<file path="config.mk">
export PLATFORM = sky130hd
export DESIGN_NAME = incremental_speed_pi_ramped
export DESIGN_NICKNAME = d
export VERILOG_FILES = /design/src/rtl/isp_pkg.sv /design/src/rtl/isp_ramp_div.sv /design/src/rtl/incremental_speed_pi_ramped.sv
export VERILOG_INCLUDE_DIRS = /design/src /design/src/rtl
export SDC_FILE = /design/constraint.sdc
export NUM_CORES = 2
export LEC_CHECK = 0
export ABC_AREA = 0
export BUFFER_PORTS_ARGS = -buffer_cell sky130_fd_sc_hd__buf_2
export CORE_MARGIN = 5
export CORE_UTILIZATION = 40
export CTS_BUF_LIST = sky130_fd_sc_hd__clkbuf_16
export DETAILED_ROUTE_END_ITERATION = 6
export PLACE_DENSITY = 0.52
export RECOVER_POWER = 100
export SLEW_MARGIN = 5
export SYNTH_ARGS = -nofsm -noshare
export SYNTH_HDL_FRONTEND = slang
export SYNTH_SLANG_ARGS = --single-unit
export TNS_END_PERCENT = 50
</file>
<file path="constraint.sdc">
create_clock -name clk -period 25.1 [get_ports clk]
set_input_delay 1.255 -clock clk [delete_from_list [all_inputs] [get_ports clk]]
set_output_delay 1.255 -clock clk [all_outputs]
set_load 0.02 [all_outputs]
</file>
<file path="src/rtl/incremental_speed_pi_ramped_defines.svh">
// assertion macros for the speed pi controller
`ifndef INCREMENTAL_SPEED_PI_RAMPED_DEFINES_SVH
`define INCREMENTAL_SPEED_PI_RAMPED_DEFINES_SVH
`ifndef SYNTHESIS
`define ISP_ASSERT_IMP(label, clk, rst, ante, cons) \
  label: assert property (@(posedge clk) disable iff (rst) (ante) |-> (cons)) \
    else $error("assertion failed");
`define ISP_ASSERT_NXT(label, clk, rst, ante, cons) \
  label: assert property (@(posedge clk) disable iff (rst) (ante) |=> (cons)) \
    else $error("assertion failed");
`else
`define ISP_ASSERT_IMP(label, clk, rst, ante, cons)
`define ISP_ASSERT_NXT(label, clk, rst, ante, cons)
`endif
`endif

</file>
<file path="src/rtl/isp_pkg.sv">
// shared types and constants of the speed pi controller
`default_nettype none
package isp_pkg;

  localparam int ISP_UPDATE_PERIOD = 16;

  localparam int CFG_IDX_W  = 3;
  localparam int CFG_DATA_W = 16;

  localparam int SPEED_W = 12;
  localparam int ERR_W   = 13;
  localparam int LOOP_W  = 19;
  localparam int DIFF_W  = 20;
  localparam int DRIVE_W = 27;
  localparam int STEP_W  = 28;
  localparam int PROD_W  = 29;

  localparam int LOOP_LIM = 256000;
  localparam logic signed [LOOP_W-1:0]  LOOP_MAX  = 19'sd255999;
  localparam logic signed [DRIVE_W-1:0] DRIVE_MAX = 27'sd65536000;
  localparam logic signed [ERR_W-1:0]   ERROR_CAP = 13'sd20;
  localparam logic [16:0] BOOST_GAIN = 17'd512;
  localparam logic [15:0] BOOST_TIME = 16'd200;

  localparam logic [15:0] PROP_GAIN_RST      = 16'd9856;
  localparam logic [15:0] INTEGRAL_GAIN_RST  = 16'd819;
  localparam logic [10:0] SPEED_TARGET_RST   = 11'd85;
  localparam logic [10:0] INTEGRAL_LIMIT_RST = 11'd9;
  localparam logic [10:0] SLOPE_OUTPUT_RST   = 11'd300;

  typedef enum logic [CFG_IDX_W-1:0] {
    REG_PROP_GAIN      = 3'd0,
    REG_INTEGRAL_GAIN  = 3'd1,
    REG_SPEED_TARGET   = 3'd2,
    REG_INTEGRAL_LIMIT = 3'd3,
    REG_SLOPE_ENABLE   = 3'd4,
    REG_SLOPE_OUTPUT   = 3'd5
  } cfg_reg_t;

  typedef struct packed {
    logic ld_mul;
    logic ld_fix;
  } div_ctl_t;

endpackage
`default_nettype wire

</file>
<file path="src/rtl/isp_ramp_div.sv">
// two-stage signed divide of the ramp delta by the update period
`default_nettype none
module isp_ramp_div import isp_pkg::*; #(
  parameter int UPDATE_PERIOD = ISP_UPDATE_PERIOD
) (
  input  wire logic                     clk,
  input  wire div_ctl_t                 ctl,
  input  wire logic signed [DIFF_W-1:0] diff,
  output logic signed [STEP_W-1:0]      step
);

  localparam int MAG_W   = DIFF_W - 1;
  localparam int Q_W     = MAG_W + 8;
  localparam int SHIFT   = Q_W;
  localparam int RECIP_W = SHIFT + 1;
  localparam int PROD_FW = MAG_W + RECIP_W;
  localparam int PER_W   = $clog2(UPDATE_PERIOD + 1);
  localparam logic [RECIP_W-1:0] RECIP = RECIP_W'((64'd1 << SHIFT) / UPDATE_PERIOD);
  localparam logic [PER_W-1:0]   PER   = PER_W'(UPDATE_PERIOD);

  logic [MAG_W-1:0]   mag_in;
  logic [PROD_FW-1:0] prod;
  logic [MAG_W-1:0]   mag;
  logic               neg;
  logic [Q_W-1:0]     q_est;
  logic [Q_W-1:0]     num;
  logic [Q_W-1:0]     q_times_p;
  logic [Q_W-1:0]     rem;
  logic [Q_W-1:0]     quot;
  logic signed [STEP_W-1:0] step_next;

  // estimate is low by at most one
  always_comb begin
    mag_in = MAG_W'(diff[DIFF_W-1] ? -diff : diff);
    prod   = PROD_FW'(mag_in) * PROD_FW'(RECIP);
  end

  always_ff @(posedge clk) begin
    if (ctl.ld_mul) begin
      mag   <= mag_in;
      neg   <= diff[DIFF_W-1];
      q_est <= prod[SHIFT-8+Q_W-1:SHIFT-8];
    end
  end

  always_comb begin
    num       = {mag, 8'b0};
    q_times_p = Q_W'(q_est * PER);
    rem       = num - q_times_p;
    quot      = (rem >= Q_W'(PER)) ? q_est + Q_W'(1) : q_est;
    step_next = neg ? -signed'(STEP_W'(quot)) : signed'(STEP_W'(quot));
  end

  always_ff @(posedge clk) begin
    if (ctl.ld_fix) begin
      step <= step_next;
    end
  end

endmodule
`default_nettype wire

</file>
<file path="src/rtl/incremental_speed_pi_ramped.sv">
// top level: incremental speed pi controller with ramped drive output
//
// one input item is one control tick: wheel speeds and run, stop, elapsed
// and slope-hold flags. every item gives exactly one result item carrying
// the ramped drive (Q11.16) and the current loop output (Q11.8).
// input and result channels use valid/ready; config writes arrive on their
// own valid/ready channel (index, data) and are always taken.
// the datapath is a six-stage pipeline: input register, error and gain
// products, loop accumulate and saturate, two divider stages for the ramp
// step, and the drive accumulator that is also the result register.
// one item is taken every cycle while the receiver is ready, set by the
// single pass through each stage.
// each stage holds its item until the next stage frees, so a stalled
// receiver fills the pipeline bubble by bubble before input ready drops.
// reset clears the phase counter, error, loop and drive state, restores the
// register defaults and empties the pipeline.
`default_nettype none
`include "incremental_speed_pi_ramped_defines.svh"
module incremental_speed_pi_ramped import isp_pkg::*; #(
  parameter int UPDATE_PERIOD = ISP_UPDATE_PERIOD
) (
  input  wire logic                      clk,
  input  wire logic                      rst,
  input  wire logic                      in_valid,
  output logic                           in_ready,
  input  wire logic signed [SPEED_W-1:0] speed_left,
  input  wire logic signed [SPEED_W-1:0] speed_right,
  input  wire logic                      run_on,
  input  wire logic                      stop_on,
  input  wire logic [15:0]               elapsed_ticks,
  input  wire logic                      slope_hold,
  output logic                           out_valid,
  input  wire logic                      out_ready,
  output logic signed [DRIVE_W-1:0]      drive_out,
  output logic signed [LOOP_W-1:0]       loop_out,
  input  wire logic                      cfg_valid,
  output logic                           cfg_ready,
  input  wire logic [CFG_IDX_W-1:0]      cfg_index,
  input  wire logic [CFG_DATA_W-1:0]     cfg_data
);

  localparam int PHASE_W = $clog2(UPDATE_PERIOD + 1);
  localparam int SUM_W   = PROD_W + 2;

  // config registers
  logic [15:0]        prop_gain;
  logic [15:0]        integral_gain;
  logic [10:0]        speed_target;
  logic [10:0]        integral_limit;
  logic               slope_enable;
  logic signed [10:0] slope_output;

  assign cfg_ready = 1'b1;

  always_ff @(posedge clk) begin
    if (rst) begin
      prop_gain      <= PROP_GAIN_RST;
      integral_gain  <= INTEGRAL_GAIN_RST;
      speed_target   <= SPEED_TARGET_RST;
      integral_limit <= INTEGRAL_LIMIT_RST;
      slope_enable   <= 1'b0;
      slope_output   <= signed'(SLOPE_OUTPUT_RST);
    end else if (cfg_valid && cfg_ready) begin
      unique case (cfg_index)
        REG_PROP_GAIN:      prop_gain      <= cfg_data;
        REG_INTEGRAL_GAIN:  integral_gain  <= cfg_data;
        REG_SPEED_TARGET:   speed_target   <= cfg_data[10:0];
        REG_INTEGRAL_LIMIT: integral_limit <= cfg_data[10:0];
        REG_SLOPE_ENABLE:   slope_enable   <= cfg_data[0];
        REG_SLOPE_OUTPUT:   slope_output   <= signed'(cfg_data[10:0]);
        default: ;
      endcase
    end
  end

  // pipeline occupancy and flow
  logic v1, v2, v3, v4, v5, v6;
  logic en1, en2, en3, en4, en5, en6;
  logic s3_load;

  assign en6      = !v6 || out_ready;
  assign en5      = !v5 || en6;
  assign en4      = !v4 || en5;
  assign en3      = !v3 || en4;
  assign en2      = !v2 || en3;
  assign en1      = !v1 || en2;
  assign in_ready = en1;
  assign s3_load  = v2 && en3;

  always_ff @(posedge clk) begin
    if (rst) begin
      v1 <= 1'b0;
      v2 <= 1'b0;
      v3 <= 1'b0;
      v4 <= 1'b0;
      v5 <= 1'b0;
      v6 <= 1'b0;
    end else begin
      if (en1) v1 <= in_valid;
      if (en2) v2 <= v1;
      if (en3) v3 <= v2;
      if (en4) v4 <= v3;
      if (en5) v5 <= v4;
      if (en6) v6 <= v5;
    end
  end

  // stage 1: input register and tick phase
  logic [PHASE_W-1:0]        phase;
  logic [PHASE_W-1:0]        phase_inc;
  logic                      at_period;
  logic                      tick_act;
  logic signed [SPEED_W-1:0] s1_left;
  logic signed [SPEED_W-1:0] s1_right;
  logic                      s1_stop;
  logic                      s1_early;
  logic                      s1_hold;
  logic                      s1_act;
  logic                      s1_upd;

  assign phase_inc = phase + PHASE_W'(1);
  assign at_period = (phase_inc == PHASE_W'(UPDATE_PERIOD));
  assign tick_act  = run_on || stop_on;

  always_ff @(posedge clk) begin
    if (rst) begin
      phase <= '0;
    end else if (in_valid && en1) begin
      phase <= at_period ? '0 : phase_inc;
    end
  end

  always_ff @(posedge clk) begin
    if (en1) begin
      s1_left  <= speed_left;
      s1_right <= speed_right;
      s1_stop  <= stop_on;
      s1_early <= (elapsed_ticks < BOOST_TIME);
      s1_hold  <= slope_hold;
      s1_act   <= tick_act;
      s1_upd   <= tick_act && at_period;
    end
  end

  // stage 2: error, gain selection and products
  logic signed [ERR_W-1:0]  prev_error;
  logic signed [ERR_W-1:0]  spd_sum;
  logic signed [ERR_W-1:0]  spd_rnd;
  logic signed [ERR_W-1:0]  spd_avg;
  logic signed [ERR_W-1:0]  tgt;
  logic signed [ERR_W-1:0]  err_raw;
  logic signed [ERR_W-1:0]  err;
  logic [ERR_W-2:0]         err_mag;
  logic signed [ERR_W:0]    err_diff;
  logic                     boost;
  logic [16:0]              p_gain;
  logic [16:0]              i_gain;
  logic signed [PROD_W-1:0] p_prod;
  logic signed [PROD_W-1:0] i_prod;
  logic signed [PROD_W-1:0] s2_pterm;
  logic signed [PROD_W-1:0] s2_iterm;
  logic                     s2_act;
  logic                     s2_upd;
  logic                     s2_force;

  always_comb begin
    spd_sum  = ERR_W'(s1_left) + ERR_W'(s1_right);
    spd_rnd  = spd_sum[ERR_W-1] ? 13'sd1 : 13'sd0;
    spd_avg  = (spd_sum + spd_rnd) >>> 1;
    tgt      = s1_stop ? '0 : signed'({2'b00, speed_target});
    err_raw  = tgt - spd_avg;
    err      = (err_raw > ERROR_CAP) ? ERROR_CAP : err_raw;
    err_mag  = (ERR_W - 1)'(err[ERR_W-1] ? -err : err);
    err_diff = (ERR_W + 1)'(err) - (ERR_W + 1)'(prev_error);
    boost    = s1_early || s1_stop;
    if (boost) begin
      p_gain = 17'(prop_gain) + BOOST_GAIN;
      i_gain = 17'(integral_gain) + BOOST_GAIN;
    end else begin
      p_gain = 17'(prop_gain);
      i_gain = (err_mag > (ERR_W - 1)'(integral_limit)) ? '0 : 17'(integral_gain);
    end
    p_prod = signed'({1'b0, p_gain}) * err_diff;
    i_prod = signed'({1'b0, i_gain}) * err;
  end

  always_ff @(posedge clk) begin
    if (rst) begin
      prev_error <= '0;
    end else if (v1 && en2 && s1_upd) begin
      prev_error <= err;
    end
  end

  always_ff @(posedge clk) begin
    if (en2) begin
      s2_pterm <= p_prod;
      s2_iterm <= i_prod;
      s2_act   <= s1_act;
      s2_upd   <= s1_upd;
      s2_force <= slope_enable && s1_hold;
    end
  end

  // stage 3: loop accumulate, override and saturate
  logic signed [LOOP_W-1:0] loop_acc;
  logic signed [LOOP_W-1:0] loop_before;
  logic signed [SUM_W-1:0]  acc_sum;
  logic signed [SUM_W-1:0]  slope_val;
  logic signed [SUM_W-1:0]  acc_pre;
  logic signed [LOOP_W-1:0] loop_sat;
  logic signed [DIFF_W-1:0] diff_next;
  logic signed [DIFF_W-1:0] s3_diff;
  logic signed [LOOP_W-1:0] s3_loop;
  logic                     s3_act;

  always_comb begin
    acc_sum   = SUM_W'(loop_acc) + SUM_W'(s2_pterm) + SUM_W'(s2_iterm);
    slope_val = {{(SUM_W - 19){slope_output[10]}}, slope_output, 8'b0};
    acc_pre   = s2_force ? slope_val : acc_sum;
    if (acc_pre >= SUM_W'(LOOP_LIM)) begin
      loop_sat = LOOP_MAX;
    end else if (acc_pre <= -SUM_W'(LOOP_LIM)) begin
      loop_sat = -LOOP_MAX;
    end else begin
      loop_sat = acc_pre[LOOP_W-1:0];
    end
    if (s2_upd) begin
      diff_next = DIFF_W'(loop_sat) - DIFF_W'(loop_acc);
    end else begin
      diff_next = DIFF_W'(loop_acc) - DIFF_W'(loop_before);
    end
  end

  always_ff @(posedge clk) begin
    if (rst) begin
      loop_acc    <= '0;
      loop_before <= '0;
    end else if (s3_load && s2_upd) begin
      loop_acc    <= loop_sat;
      loop_before <= loop_acc;
    end
  end

  always_ff @(posedge clk) begin
    if (en3) begin
      s3_diff <= diff_next;
      s3_loop <= s2_upd ? loop_sat : loop_acc;
      s3_act  <= s2_act;
    end
  end

  // stages 4 and 5: ramp step
  div_ctl_t                 div_ctl;
  logic signed [STEP_W-1:0] ramp_step;
  logic signed [LOOP_W-1:0] s4_loop;
  logic                     s4_act;
  logic signed [LOOP_W-1:0] s5_loop;
  logic                     s5_act;

  assign div_ctl.ld_mul = en4;
  assign div_ctl.ld_fix = en5;

  isp_ramp_div #(
    .UPDATE_PERIOD(UPDATE_PERIOD)
  ) u_ramp_div (
    .clk  (clk),
    .ctl  (div_ctl),
    .diff (s3_diff),
    .step (ramp_step)
  );

  always_ff @(posedge clk) begin
    if (en4) begin
      s4_loop <= s3_loop;
      s4_act  <= s3_act;
    end
    if (en5) begin
      s5_loop <= s4_loop;
      s5_act  <= s4_act;
    end
  end

  // stage 6: drive accumulator and result register
  logic signed [DRIVE_W-1:0] drive_acc;
  logic signed [DRIVE_W+1:0] drive_sum;
  logic signed [DRIVE_W-1:0] drive_next;
  logic signed [LOOP_W-1:0]  s6_loop;

  always_comb begin
    drive_sum = (DRIVE_W + 2)'(drive_acc) + (DRIVE_W + 2)'(ramp_step);
    if (drive_sum > (DRIVE_W + 2)'(DRIVE_MAX)) begin
      drive_next = DRIVE_MAX;
    end else if (drive_sum < -(DRIVE_W + 2)'(DRIVE_MAX)) begin
      drive_next = -DRIVE_MAX;
    end else begin
      drive_next = drive_sum[DRIVE_W-1:0];
    end
  end

  always_ff @(posedge clk) begin
    if (rst) begin
      drive_acc <= '0;
    end else if (v5 && en6 && s5_act) begin
      drive_acc <= drive_next;
    end
  end

  always_ff @(posedge clk) begin
    if (en6) begin
      s6_loop <= s5_loop;
    end
  end

  assign out_valid = v6;
  assign drive_out = drive_acc;
  assign loop_out  = s6_loop;

  `ISP_ASSERT_NXT(a_phase_wrap, clk, rst, in_valid && in_ready && at_period, phase == '0)
  `ISP_ASSERT_NXT(a_loop_hold, clk, rst, !(s3_load && s2_upd), $stable(loop_acc) && $stable(loop_before))
  `ISP_ASSERT_IMP(a_out_range, clk, rst, out_valid, (s6_loop <= LOOP_MAX) && (s6_loop >= -LOOP_MAX) && (drive_acc <= DRIVE_MAX) && (drive_acc >= -DRIVE_MAX))

endmodule
`default_nettype wire
</file>
==> summary.md <==
| Metric | Value |
|---|---|
| Final Max Tran Viols | `460` |
| Slowest stage cell on the critical path | `o311ai_0` |
| Synth top area cells | `fa_1 (21%), edfxtp_1 (19%), ha_1 (11%)` |
| Slowest stage delay, CP | `1.38 ns` |
| Synthesized flop and latch total | `388` |
| Ports | `116` |
| Top-count cell post-synth | `nand2_1` |
| Top cell by count, worst path | `o21ai_0` |
| Filler Cells Inserted | `9026` |
| Critical path's top delay family | `compound AO/OA/AOI/OAI gates` |
| Async set or reset register ratio after synthesis | `0%` |
| Root buf cell | `clkbuf_16` |
| Syn_area_per_cell | `9.23 um^2` |
| Final setup vio count | `0` |
| Status | `finished, violations left` |
| Die span in x | `312 um` |
| Initial Util | `between 40 and 50%` |
| Post-synth top cells | `nand2_1 (597), inv_1 (495), fa_1 (378)` |
| Largest family of logic cells by synthesized area | `adder cells` |
| Final ANT Viol Nets | `0` |
| Peak Freq | `~0.058 GHz` |
| Post-detailed-placement half-perimeter wirelength | `75300 um` |
| CTS Buf Count | `slightly below 50` |
| # resized after CTS | `0` |
| Vias in the first global route | `27700` |
| Crit path max fanout | `25` |
| Min Tclk post-route | `17.19 ns` |
| Post-synthesis mux area share | `0.711%` |
| Setup ws final | `7.91 ns` |
| Worst slew margin | `-158%` |
| Post-Synth Adder-Cell Area | `32.1%` |
| Synth Cell Area | `between 30000 and 40000 um^2` |
| Hold Path Class | `reg2reg` |
| GPL Wtd Cong | `0.851` |
| Pre-Repair DR Iteration Count | `7` |
| Syn Nets | `4744` |
| Number of synthesized flops with an enable pin | `between 200 and 250` |
| Proportion of layout cells with a drive suffix above 1 | `5.18%` |
| Worst-path clk slew | `approximately 0.06 ns` |
| Area of the multi-input gates | `24100 um^2` |
| Clock sinks | `388` |
| Initial antenna violation count | `5` |
| Vias per cell | `5.22` |
| Worst EP arrival | `17.53 ns` |
| 1st-iter DRT viols | `1712` |
| Worst-case clock buffer depth | `3` |
| Drt wl/cell | `between 15 and 20 um` |
| Post-synth top area share | `20.7%` |
| Worst endpoint required time | `roughly 25 ns` |
| CP Launch Type | `register` |
| Post-synth top area cell | `fa_1` |
| Reg area | `10100 um^2` |
| First-pass GRT wire length | `155000 um` |
| Critical Path End Type | `register` |
| Remaining global-route overflow | `0` |
| Final setup TNS | `0 ns` |
| Post-synthesis simple-gate area fraction | `16.9%` |
| Final nets | `4814` |
| Hold-fix buffers at CTS | `0` |
| Area Overhead vs Synth | `9.42%` |
| Fin. Hold Viols | `0` |
| Setup repair bufs after CTS | `0` |
| H-tree lvl count | `2` |
| Failing checks | `max-capacitance violations, max-slew violations` |
| Compound-Gate Fraction of Synth Area | `11.6%` |
| Worst Max-Slew Pin Slew | `between 3 and 4 ns` |
| Gate Count Post-Synth | `3965` |
| Latest clock arrival within the worst-skew pair | `approximately 0.62 ns` |
| Synth Area in XOR/XNOR | `4.43%` |
| Routed wire length | `96900 um` |
| Final period util | `68.5%` |
| Clock skew | `0.0331 ns` |
| Netlist cell types | `93` |
| Vias after detailed routing | `27500` |
| Die area | `97600 um^2` |
| Synth Flop Type | `edfxtp_1` |
| DRC Markers | `0` |
| Global Route Usage Sum | `19.8%` |
| RSZ-0062 raised after global routing | `false` |
| Die Y | `312 um` |
| Largest net degree at the start of global routing | `79` |
| IO buf count | `111` |
| FP Rows | `111` |
| Seq/Total Area, Yosys | `27.6%` |
| Core area | `between 90000 and 100000 um^2` |
| CTS tree | `yes` |
| Syn. warnings | `0` |
| # Max-Cap Violations | `10` |
| Pre-CTS WS | `9.84 ns` |
| Critical path class | `reg2reg` |
| WP buf/inv | `6` |
==> stage by stage <==
stage / cell area [um^2] / util [%] / std cells / hold slack [ns]
6_report: 40000 / 43.9 / 5260 / 0.415
5_1_grt: 40000 / 43.9 / 5259 / 0.421
3_5_place_dp: 38500 / 42.2 / 5170 / 0.405
3_3_place_gp: 38500 / 42.2 / 5170 / 0.402
2_1_floorplan: 36600 / - / 3965 / 0.400
4_1_cts: 40200 / 44.1 / 5259 / 0.414
==> area by class of cell <==
cell class                      count  area share [%]
Multi-Input combinational cell   2941            60.2
Tap cell                         1186            3.71
Clock buffer                       50            3.12
Clock inverter                     39            1.17
Antenna cell                        1         0.00625
Inverter                          499            4.68
Timing Repair Buffer              156            1.91
Sequential cell                   388            25.2
==> worst register-to-register path, delay by kind of cell (launching register included) <==
family	cells	cell delay, ns
buffers and inverters	6	1.44
AND/OR/NAND/NOR	17	3.76
AO/OA/AOI/OAI	25	6.15
flip-flops	1	0.37
XOR/XNOR	2	0.37
adder cells (fa/ha/maj)	12	4.85
==> registers in the layout (all words and copies together) (netlist names), 20 cells and up <==
name / cells
s2_iterm: 29
s2_pterm: 29
u_ramp_div.step: 24
drive_out: 27
s3_diff: 20
==> layout by cell type (no fill, tap or decap), types with 13 or more instances in the layout <==
master and n:
edfxtp_1 233, or2_2 13, buf_4 28, nor2_1 334, clkbuf_1 68, mux2i_1 26
nand2_1 597, nand2b_1 55, dfxtp_1 155, a21boi_0 18, o31ai_1 21, a311oi_1 19
or3_1 27, a21o_1 45, nor2b_1 60, nand3b_1 21, o21ai_0 119, xor2_1 56
nand3_1 51, o21a_1 37, xnor2_1 126, ha_1 334, and2_1 79, a21oi_1 200
buf_2 60, inv_1 500, a211oi_1 22, nor3_1 51, fa_1 378, clkbuf_16 50
a31oi_1 34, and3_1 26
==> per-layer routing <==
layer | wire length (um) | part of all wire [%] | global-route usage [%] | vias up
li1 | - | - | - | 13300
met1 | 45400 | 47 | 27.8 | 13500
met2 | 45400 | 47 | 33.3 | 505
met3 | 4210 | 4.3 | 2.44 | 104
met4 | 1880 | 1.9 | 4.20 | 0
met5 | 0 | 0 | 0 | -
==> final timing paths <==
path | from | endpoint | slack, ns | depth (start not counted)
min reg2reg | s4_loop[8]$_DFFE_PP_ | s5_loop[8]$_DFFE_PP_ | 0.42 | 0
max | s1_left[7]$_DFFE_PN_ | s2_iterm[27]$_DFFE_PP_ | 7.91 | 62
min | s4_loop[8]$_DFFE_PP_ | s5_loop[8]$_DFFE_PP_ | 0.42 | 0
max reg2reg | s1_left[7]$_DFFE_PN_ | s2_iterm[27]$_DFFE_PP_ | 7.91 | 62
==> logic make-up after synthesis <==
kind of cell | after synthesis
compound gates | 645
xor+xnor | 185
fa+ha+maj | 713
buf+inv | 636
flops | 388
mux | 26
other cells | 1
simple gates | 1371
Power is not shown: default switching activity piles up to over one toggle a cycle in this logic, so the estimate is an artifact.
